--- src/sv/sle_pkg.sv ---
`timescale 1ns / 1ps
`default_nettype none
// ----------------------------------------------------------------------------
// sle_pkg
// Shared sizes, request codes and controller states of the list engine.
// ----------------------------------------------------------------------------
package sle_pkg;

  localparam int CAPACITY    = 64;
  localparam int IDX_W       = $clog2(CAPACITY);
  localparam int LEN_W       = $clog2(CAPACITY + 1);
  localparam int WIDE_W      = (LEN_W > 7) ? LEN_W : 7;
  localparam int CMP_W       = WIDE_W + 1;
  localparam int DATA_W      = 32;
  localparam int POS_W       = 7;
  localparam int FUNC_W      = 3;
  localparam int IN_TDATA_W  = 40;
  localparam int OUT_TDATA_W = 48;

  typedef enum logic [FUNC_W-1:0] {
    FN_INSERT = 3'd0,
    FN_DELETE = 3'd1,
    FN_READ   = 3'd2,
    FN_LOCATE = 3'd3,
    FN_SORTED = 3'd4
  } func_t;

  typedef enum logic [1:0] {
    ST_IDLE,
    ST_WALK,
    ST_SHIFT_UP,
    ST_FINISH
  } state_t;

  // length-sized value to the 7-bit result fields (masked or zero-extended)
  function automatic logic [POS_W-1:0] fit_pos(input logic [LEN_W-1:0] v);
    logic [WIDE_W-1:0] t;
    t = WIDE_W'(v);
    return t[POS_W-1:0];
  endfunction

endpackage
`default_nettype wire

--- src/sv/sequential_list_engine_top.sv ---
`timescale 1ns / 1ps
`default_nettype none
// ----------------------------------------------------------------------------
// sequential_list_engine_top
// Bounded ordered list of signed words held in one synchronous RAM.
// ----------------------------------------------------------------------------
// One request at a time, one result per request. A read fetches its one
// element; insert at position p shifts the elements from the end down
// to p up by one, and writes directly when appending at the end; delete
// at p walks from p to the end, moving each later element down; locate
// walks until a match or the end of the list; sorted insert scans to its
// slot and then shifts, and writes directly on an empty list. A rejected
// request answers without touching the RAM. The element RAM has a
// single registered read port that walks one element per cycle. The
// engine returns to idle as the result is loaded into the output
// register; a stalled output adds its stall only when an earlier result
// still occupies the output register. No clearing pass after reset:
// entries at or beyond the length are never read. A new request is taken
// while a finished result still waits on the output.
// ----------------------------------------------------------------------------
module sequential_list_engine_top (
  input  wire logic                           clk,
  input  wire logic                           rst_n,
  input  wire logic                           in_tvalid,
  output logic                                in_tready,
  input  wire logic [sle_pkg::IN_TDATA_W-1:0] in_tdata,  // position[6:0], value_in[38:7], pad
  input  wire logic [sle_pkg::FUNC_W-1:0]     in_tuser,  // func[2:0]
  output logic                                out_tvalid,
  input  wire logic                           out_tready,
  output logic [sle_pkg::OUT_TDATA_W-1:0]     out_tdata, // value_out[31:0], found_position[38:32],
                                                         // count[45:39], is_empty[46], pad
  output logic                                out_tuser  // ok
);
  import sle_pkg::*;

  logic [DATA_W-1:0] mem [CAPACITY];
  logic [DATA_W-1:0] rd_data_r;
  logic              mem_we;
  logic [IDX_W-1:0]  mem_wa;
  logic [DATA_W-1:0] mem_wd;
  logic [IDX_W-1:0]  mem_ra;

  state_t            state_r, state_nxt;
  logic [LEN_W-1:0]  len_r, len_nxt;
  logic              pend_r, pend_nxt;
  logic              rd_done_r, rd_done_nxt;
  logic              out_tvalid_r, out_tvalid_nxt;

  func_t             func_r, func_nxt;
  logic [DATA_W-1:0] val_r, val_nxt;
  logic [IDX_W-1:0]  idx_r, idx_nxt;
  logic [IDX_W-1:0]  addr_r, addr_nxt;
  logic [IDX_W-1:0]  src_r, src_nxt;
  logic [IDX_W-1:0]  last_r, last_nxt;
  logic              res_ok_r, res_ok_nxt;
  logic [DATA_W-1:0] res_val_r, res_val_nxt;
  logic [LEN_W-1:0]  res_pos_r, res_pos_nxt;

  logic              out_ok_r, out_ok_nxt;
  logic [DATA_W-1:0] out_val_r, out_val_nxt;
  logic [POS_W-1:0]  out_pos_r, out_pos_nxt;
  logic [POS_W-1:0]  out_cnt_r, out_cnt_nxt;
  logic              out_empty_r, out_empty_nxt;

  logic              in_fire;
  func_t             in_func;
  logic [POS_W-1:0]  in_pos;
  logic [DATA_W-1:0] in_val;
  logic [CMP_W-1:0]  posx, lenx;
  logic [IDX_W-1:0]  in_idx, len_m1, sort_k;
  logic              not_full, ins_ok, acc_ok;
  logic              hit, walk_end, up_end, out_free;

  assign in_tready  = (state_r == ST_IDLE);
  assign in_fire    = in_tvalid && in_tready;
  assign in_func    = func_t'(in_tuser);
  assign in_pos     = in_tdata[POS_W-1:0];
  assign in_val     = in_tdata[POS_W+DATA_W-1:POS_W];

  assign posx       = CMP_W'(in_pos);
  assign lenx       = CMP_W'(len_r);
  assign not_full   = (len_r < LEN_W'(CAPACITY));
  assign ins_ok     = (in_pos != '0) && (posx <= lenx + CMP_W'(1)) && not_full;
  assign acc_ok     = (in_pos != '0) && (posx <= lenx);
  assign in_idx     = IDX_W'(posx - CMP_W'(1));
  assign len_m1     = IDX_W'(lenx - CMP_W'(1));

  assign hit        = pend_r &&
                      (((func_r == FN_LOCATE) && (rd_data_r == val_r)) ||
                       ((func_r == FN_SORTED) &&
                        !($signed(rd_data_r) < $signed(val_r))));
  assign walk_end   = hit || (rd_done_r && !pend_r);
  assign up_end     = rd_done_r && !pend_r;
  assign out_free   = !out_tvalid_r || out_tready;
  assign sort_k     = hit ? src_r : IDX_W'(len_r);

  assign out_tvalid = out_tvalid_r;
  assign out_tuser  = out_ok_r;
  assign out_tdata  = {1'b0, out_empty_r, out_cnt_r, out_pos_r, out_val_r};

  // next state
  always_comb begin
    state_nxt = state_r;
    case (state_r)
      ST_IDLE: begin
        if (in_fire) begin
          case (in_func)
            FN_INSERT: state_nxt = ins_ok ? ST_SHIFT_UP : ST_FINISH;
            FN_DELETE,
            FN_READ:   state_nxt = acc_ok ? ST_WALK : ST_FINISH;
            FN_LOCATE: state_nxt = (len_r != '0) ? ST_WALK : ST_FINISH;
            FN_SORTED: begin
              if (!not_full) state_nxt = ST_FINISH;
              else if (len_r != '0) state_nxt = ST_WALK;
              else state_nxt = ST_SHIFT_UP;
            end
            default:   state_nxt = ST_FINISH;
          endcase
        end
      end
      ST_WALK: begin
        if (walk_end) state_nxt = (func_r == FN_SORTED) ? ST_SHIFT_UP : ST_FINISH;
      end
      ST_SHIFT_UP: begin
        if (up_end) state_nxt = ST_FINISH;
      end
      ST_FINISH: begin
        if (out_free) state_nxt = ST_IDLE;
      end
      default: state_nxt = ST_IDLE;
    endcase
  end

  // datapath and memory control
  always_comb begin
    len_nxt        = len_r;
    pend_nxt       = pend_r;
    rd_done_nxt    = rd_done_r;
    func_nxt       = func_r;
    val_nxt        = val_r;
    idx_nxt        = idx_r;
    addr_nxt       = addr_r;
    src_nxt        = src_r;
    last_nxt       = last_r;
    res_ok_nxt     = res_ok_r;
    res_val_nxt    = res_val_r;
    res_pos_nxt    = res_pos_r;
    out_tvalid_nxt = out_tvalid_r && !out_tready;
    out_ok_nxt     = out_ok_r;
    out_val_nxt    = out_val_r;
    out_pos_nxt    = out_pos_r;
    out_cnt_nxt    = out_cnt_r;
    out_empty_nxt  = out_empty_r;
    mem_we         = 1'b0;
    mem_wa         = idx_r;
    mem_wd         = val_r;
    mem_ra         = addr_r;

    case (state_r)
      ST_IDLE: begin
        if (in_fire) begin
          func_nxt    = in_func;
          val_nxt     = in_val;
          res_ok_nxt  = 1'b0;
          res_val_nxt = '0;
          res_pos_nxt = '0;
          pend_nxt    = 1'b0;
          rd_done_nxt = 1'b0;
          idx_nxt     = in_idx;
          addr_nxt    = '0;
          last_nxt    = len_m1;
          case (in_func)
            FN_INSERT: begin
              res_ok_nxt  = ins_ok;
              addr_nxt    = len_m1;
              rd_done_nxt = (lenx == posx - CMP_W'(1));
            end
            FN_DELETE: begin
              res_ok_nxt = acc_ok;
              addr_nxt   = in_idx;
            end
            FN_READ: begin
              res_ok_nxt = acc_ok;
              addr_nxt   = in_idx;
              last_nxt   = in_idx;
            end
            FN_SORTED: begin
              res_ok_nxt = not_full;
              if (len_r == '0) begin
                idx_nxt     = '0;
                rd_done_nxt = 1'b1;
                res_pos_nxt = LEN_W'(1);
              end
            end
            default: ;
          endcase
        end
      end

      ST_WALK: begin
        if (!rd_done_r) begin
          src_nxt     = addr_r;
          addr_nxt    = addr_r + 1'b1;
          rd_done_nxt = (addr_r == last_r);
          pend_nxt    = 1'b1;
        end else begin
          pend_nxt = 1'b0;
        end
        if (pend_r) begin
          case (func_r)
            FN_DELETE: begin
              if (src_r == idx_r) begin
                res_val_nxt = rd_data_r;
              end else begin
                mem_we = 1'b1;
                mem_wa = src_r - 1'b1;
                mem_wd = rd_data_r;
              end
            end
            FN_READ:   res_val_nxt = rd_data_r;
            FN_LOCATE: begin
              if (hit) begin
                res_ok_nxt  = 1'b1;
                res_pos_nxt = LEN_W'(src_r) + LEN_W'(1);
              end
            end
            default: ;
          endcase
        end
        if (walk_end) begin
          if (func_r == FN_DELETE) len_nxt = len_r - 1'b1;
          if (func_r == FN_SORTED) begin
            idx_nxt     = sort_k;
            res_pos_nxt = LEN_W'(sort_k) + LEN_W'(1);
            addr_nxt    = IDX_W'(len_r - 1'b1);
            rd_done_nxt = !hit;
            pend_nxt    = 1'b0;
          end
        end
      end

      ST_SHIFT_UP: begin
        if (!rd_done_r) begin
          src_nxt     = addr_r;
          addr_nxt    = addr_r - 1'b1;
          rd_done_nxt = (addr_r == idx_r);
          pend_nxt    = 1'b1;
        end else begin
          pend_nxt = 1'b0;
        end
        if (pend_r) begin
          mem_we = 1'b1;
          mem_wa = src_r + 1'b1;
          mem_wd = rd_data_r;
        end
        if (up_end) begin
          mem_we  = 1'b1;
          mem_wa  = idx_r;
          mem_wd  = val_r;
          len_nxt = len_r + 1'b1;
        end
      end

      ST_FINISH: begin
        if (out_free) begin
          out_tvalid_nxt = 1'b1;
          out_ok_nxt     = res_ok_r;
          out_val_nxt    = res_val_r;
          out_pos_nxt    = fit_pos(res_pos_r);
          out_cnt_nxt    = fit_pos(len_r);
          out_empty_nxt  = (len_r == '0);
        end
      end

      default: ;
    endcase
  end

  always_ff @(posedge clk) begin
    if (mem_we) mem[mem_wa] <= mem_wd;
    rd_data_r <= mem[mem_ra];
  end

  always_ff @(posedge clk) begin
    if (!rst_n) begin
      state_r      <= ST_IDLE;
      len_r        <= '0;
      pend_r       <= 1'b0;
      rd_done_r    <= 1'b0;
      out_tvalid_r <= 1'b0;
    end else begin
      state_r      <= state_nxt;
      len_r        <= len_nxt;
      pend_r       <= pend_nxt;
      rd_done_r    <= rd_done_nxt;
      out_tvalid_r <= out_tvalid_nxt;
    end
  end

  always_ff @(posedge clk) begin
    func_r      <= func_nxt;
    val_r       <= val_nxt;
    idx_r       <= idx_nxt;
    addr_r      <= addr_nxt;
    src_r       <= src_nxt;
    last_r      <= last_nxt;
    res_ok_r    <= res_ok_nxt;
    res_val_r   <= res_val_nxt;
    res_pos_r   <= res_pos_nxt;
    out_ok_r    <= out_ok_nxt;
    out_val_r   <= out_val_nxt;
    out_pos_r   <= out_pos_nxt;
    out_cnt_r   <= out_cnt_nxt;
    out_empty_r <= out_empty_nxt;
  end

endmodule
`default_nettype wire

--- config.mk ---
export PLATFORM = sky130hd
export DESIGN_NAME = sequential_list_engine_top
export DESIGN_NICKNAME = d
export VERILOG_FILES = /design/src/sv/sle_pkg.sv /design/src/sv/sequential_list_engine_top.sv
export SDC_FILE = /design/constraint.sdc
export NUM_CORES = 2
export LEC_CHECK = 0
export BUFFER_PORTS_ARGS = -buffer_cell sky130_fd_sc_hd__buf_2
export CAP_MARGIN = 0
export CORE_MARGIN = 5
export CORE_UTILIZATION = 50
export DETAILED_ROUTE_END_ITERATION = 16
export PLACE_DENSITY = 0.65
export SLEW_MARGIN = 30
export SYNTH_ARGS = -nofsm -noshare
export SYNTH_HDL_FRONTEND = slang
export SYNTH_SLANG_ARGS = --single-unit
--- constraint.sdc ---
create_clock -name clk -period 4.8 [get_ports clk]
set_clock_uncertainty 0.1 [all_clocks]
set_input_delay 0.96 -clock clk [delete_from_list [all_inputs] [get_ports clk]]
set_output_delay 0.96 -clock clk [all_outputs]
set_load 0.02 [all_outputs]
## Word level (Yosys, flattened, before mapping)

Memory sizes are Yosys's and may differ from the RTL's. A register that Yosys moved wholly into a read port is not among the register bits.
Index checks and enable logic that the tools add are counted.

| cells by class | value |
|---|---|
| add/subtract/negate cells | 11 |
| magnitude comparators | 4 |
| equality and inequality tests | 28 |
| mux-type cells | 86 |
| bitwise logic cells | 1 |
| reduce and logical (&&, ||, !) cells | 38 |

Operators by type and width:

| kind | number |
|---|---|
| $mux 32 | 8 |
| $pmux 32 s2 | 3 |
| $mux 6 | 17 |
| $mux 7 | 9 |
| $pmux 6 s2 | 3 |
| $eq 32x32->1 | 1 |
| $lt 32x32->1 | 1 |
| $pmux 7 s2 | 2 |
| $mux 1 | 27 |
| $eq 6x6->1 | 3 |
| $ne 2x2->1 const B | 9 |
| $pmux 6 s3 | 1 |
| $sub 6x1->6 const B | 3 |
| $mux 2 | 8 |
| $pmux 2 s4 | 2 |
| $add 6x1->7 const B | 2 |
| $reduce_bool 7->1 | 2 |
| $add 6x1->6 const B | 2 |
| $eq 3x2->1 const B | 4 |
| $reduce_and 4->1 | 3 |
| $reduce_and 2->1 | 5 |
| $reduce_and 5->1 | 2 |
| $logic_and 1x1->1 | 9 |
| $pmux 1 s3 | 3 |
| other kinds (26) | 39 |

| word-level totals | value |
|---|---|
| register bits after elaboration | 159 |
| RAM bits | 2048 |
| memories | 1 |

Memories:

| name | depth | width | read ports | clocked after memory_dff | write ports | line | text |
|---|---|---|---|---|---|---|---|
| mem | 64 | 32 | 1 | 1 | 1 | sequential_list_engine_top.sv:36 | `logic [DATA_W-1:0] mem [CAPACITY];` |

## Logic depth before layout (Yosys ltp)

| depth | value |
|---|---|
| depth after elaboration | 11 |
| depth in mapped cells | 16 |

## Least setup slack after synthesis

OpenSTA, ideal clock, no wires.

| path | value |
|---|---|
| path kind | reg-to-reg |
| start | register func_r[2] |
| end | memory mem[0][30] (data pin) |
| arrival time | 4192 ps |
| data required time | 3998 ps |
| path slack | -194 ps |
| cell stages (with the launch flop) | 8 |
| buffers on the path | 2 |
| cells stage by stage | edfxtp_1 -> nor3b_1 -> nand2_1 -> a211oi_2 -> buf_6 -> clkbuf_1 -> a22oi_1 -> o21ai_0 |

| on the way | value |
|---|---|
| word-level cells in the longest chain between the ends | 4 |

Ends and longest elaborated chain:

| element | line | text |
|---|---|---|
| start, declared | sequential_list_engine_top.sv:49 | `func_t func_r, func_nxt;` |
| start signal, assigned | sequential_list_engine_top.sv:301 | `func_r <= func_nxt;` |
| $eq 3x1->1 | sequential_list_engine_top.sv:210 | `case (func_r)` |
| $mux 32 | sequential_list_engine_top.sv:210 |  |
| $mux 32 | sequential_list_engine_top.sv:209 | `if (pend_r) begin` |
| $pmux 32 s2 | sequential_list_engine_top.sv:159 | `case (state_r)` |
| net mem_wd[30] | sequential_list_engine_top.sv:40 | `logic [DATA_W-1:0] mem_wd;` |
| end, declared | sequential_list_engine_top.sv:36 |  |

The timed path passes the listed nets, and every way through them passes these cells.

## Final worst setup path

| path | value |
|---|---|
| start | register src_r[3] |
| end | memory mem[32][17], enable pin |

| on the way | value |
|---|---|
| word-level cells in the longest chain between the ends | 7 |
| elaborated cells between the ends (all ways) | 15 |
| those cells by class | add/sub (2); eq/ne (1); mux (12) |

Ends and longest elaborated chain:

| element | line | text |
|---|---|---|
| start, declared | sequential_list_engine_top.sv:53 | `logic [IDX_W-1:0] src_r, src_nxt;` |
| start signal, assigned | sequential_list_engine_top.sv:305 | `src_r <= src_nxt;` |
| parallel branches: the longest is 7 deep, another holds $sub 6x1->6 | -- |  |

Several ways; the timed one is not identified.

==> impl_metrics.csv <==
group,metric,value,unit
worst_setup_path,crit_type,"reg2reg",
global_route,grt_max_degree,74,
yosys,syn-num-nets,4037,
drt,drc,0,
drt,detail_route.iter0.violations,4518,
cts,cts_resized,0,
pwr,ir_drop,586.5,uV
timing,fmax,219.3,MHz
floorplanning,fp.dieW,429.5,um
worst_setup_path,crit_top_cell,"buf_4",
drt,ant_nets,0,
timing,fin_tns_setup,0,ns
worst_setup_path,cp_num_buf_inv,2,
worst_setup_path,path_max_fanout,19,
worst_setup_path,crit_path_cell_trace,"xor2_1 > nor4_4 > a21oi_4 > mux2i_1 > o211ai_1 > buf_4 > nor2_1 > nand2_1 > nor2_4 > buf_4",
drt,via_per_inst,6.091,
cts,cts_buffer_depth,3,
worst_setup_path,critPathSlowestCell,"nor2_4",
worst_setup_path,cp.required,5.19,ns
cts,cts_tree,"done",
yosys,synthCells,3932,
timing,finalMaxSlewViolations,0,
yosys,yosysUniqueCellTypes,80,
layout,nFillCells,12583,
worst_setup_path,cp-end-kind,"flip-flop",
yosys,synth-seq-area-share,75.90,%
layout,nets,4371,
placed_design,hpwl,123.9,mm
worst_setup_path,critical_path.top_delay_family,"simple AND/OR/NAND/NOR gates",
yosys,synth_edf_count,2195,
floorplanning,start_util,50.13,%
yosys,synthFlopType,"edfxtp_1",
drt,dr.pass1.iters,6,
worst_setup_path,cp.arrival,4.95,ns
status,outcome,"finished clean",
yosys,ys_async_sr_fraction,0,%
cts,clockRootBuffer,"clkbuf_16",
floorplanning,io_pins,98,
placed_design,routabilityCongestion,0.8870,
worst_setup_path,max_stage_delay,0.63,ns
pwr,p_leak,0.03140,uW
run,cap_violations,0,
layout,post-route-util,57.37,%
floorplanning,rows,154,
timing,grt_setup_unrepaired,"no",
layout,area_delta_synth_final,14.45,%
drt,wl_per_cell,30.18,um
global_route,antenna_found_initial,21,
drt,wl,204.9,mm
layout,final_common_cell,"edfxtp_1",
hold_path,hp-class,"in2reg",
cts,clk_pin_slew,0.07,ns
yosys,synth_area_leaders,"edfxtp_1, mux4_2, dfxtp_1, ha_1, o21ai_0",
layout,layout_common_cells,"edfxtp_1, mux4_2, clkbuf_16, buf_4, nand2_1",
cts,hold_buffers,0,
yosys,yosys_warnings,0,
layout,drive_gt1_share,31.97,%
cts,numCtsBuffers,213,
yosys,ys_ff_latch,2239,
yosys,synth_area,88000,um2
yosys,synth_top_cell_by_area,"edfxtp_1",
global_route,grt_pass1_vias,42065,
timing,worst_slew_pin_slew,0.9075,ns
timing,finalHoldViolCount,0,
pwr,p_per_area,626.9,nW/um2
timing,setup_viol,0,
floorplanning,die_y,429.5,um
timing,fin_crit_sh,95.02,%
yosys,synth.avg_cell_area,22.38,um2
cts,clkLatencyLatePin,0.86,ns
global_route,grt-ovfl-total,0,
placed_design,port_buffers,95,
drt,via_count,41347,
cts,cts.sinks,2239,
worst_setup_path,cp-start-kind,"flip-flop",
yosys,yosysTopAreaCellShare,74.90,%
timing,layout_min_cycle_time,4.561,ns
timing,slew_headroom,39.36,%
global_route,grt_pass1_wl,297.5,mm
cts,cts_htree_levels,4,
global_route,grt_usage,22.26,%
floorplanning,die_area,184500,um2
floorplanning,core,175500,um2
cts,cts_setup_buffers,0,
==> registers in the layout (all words and copies together), names as in the netlist, 7 cells and up <==
register	count
mem	2048
out_val_r	32
rd_data_r	32
res_val_r	32
val_r	32
len_r	7
out_cnt_r	7
out_pos_r	7
res_pos_r	7
==> routing by layer <==
metal	share of wire, %	track usage, %	vias to the layer above
li1	-	-	17307
met1	41	30.99	22205
met2	50	36.28	1544
met3	7.8	5.007	291
met4	2.1	5.621	0
met5	0	0	-
==> path summary, 6_finish.rpt <==
check	from	depth (start not counted)	slack, ns	endpoint
setup / recovery	src_r[3]	10	0.24	mem[32][17]
hold reg to reg	res_val_r[2]	0	0.32	out_val_r[2]
setup reg to reg	src_r[3]	10	0.24	mem[32][17]
hold / removal	in_tdata[21]	1	0.18	val_r[14]
==> power by group <==
part / leakage [uW] / internal (uW) / switching, uW
logic: 0.00777 / 7640 / 12400
registers: 0.0203 / 26100 / 514
clock network: 0.00333 / 9380 / 7110
total: 0.0314 / 43100 / 20100
==> cell families (layout without fill, tap and decap cells) <==
group | Yosys count | count (layout) | synth area share (%)
buffers and inverters | 264 | 774 | 1.338
other | 1 | 7 | 0.004261
multiplexers | 695 | 695 | 17.48
adder cells (fa/ha/maj) | 58 | 58 | 0.8247
XOR/XNOR | 59 | 59 | 0.5872
flip-flops | 2239 | 2239 | 75.90
AND/OR/NAND/NOR | 381 | 381 | 2.111
AO/OA/AOI/OAI | 235 | 235 | 1.756
==> synth_stat cells, drive strengths merged (8+ instances only) <==
library cell  count
a21oi            37
nand4            22
inv              56
a22oi            34
or3              12
o22ai             8
xor2             23
edfxtp         2195
buf             102
nand2           110
dfxtp            44
o211ai            8
clkbuf          104
nor2b            10
nor4             10
nand3            30
nor2            105
ha               58
mux2i            18
xnor2            36
and2             41
o21ai            90
nor3             17
mux4            672
==> worst register-to-register path, delay by kind of cell, from the launching register on <==
kind	cells	cell delay [ns]
mux	1	0.17
simple gates	4	2.08
compound gates	2	0.30
flops	1	0.57
xor+xnor	1	0.24
buf+inv	2	0.70
==> per-stage QoR <==
stage,area (um2),cells,worst slack [ns],power (uW),hold slack [ns]
4_1_cts,100700,6782,0.3322,63520,0.1111
5_1_grt,100700,6784,0.1192,65660,0.1414
3_3_place_gp,93700,6385,0.4052,46650,0.3032
2_1_floorplan,88000,3932,-0.1850,39200,0.3003
3_5_place_dp,93820,6391,0.3771,47080,0.3045
6_report,100700,6788,0.2392,63130,0.1811
==> area by class of cell <==
type                            count  area [um2]  share of cell area [%]
Timing Repair Buffer              325        3015                   2.994
Inverter                           58       219.0                  0.2174
Antenna cell                        6       15.01                 0.01491
Tap cell                         2340        2928                   2.907
Multi-Input combinational cell   1429       20870                   20.72
Clock inverter                    119        1195                   1.186
Clock buffer                      272        5674                   5.634
Sequential cell                  2239       66800                   66.32
Note: power is estimated with default switching activity, not from simulation.
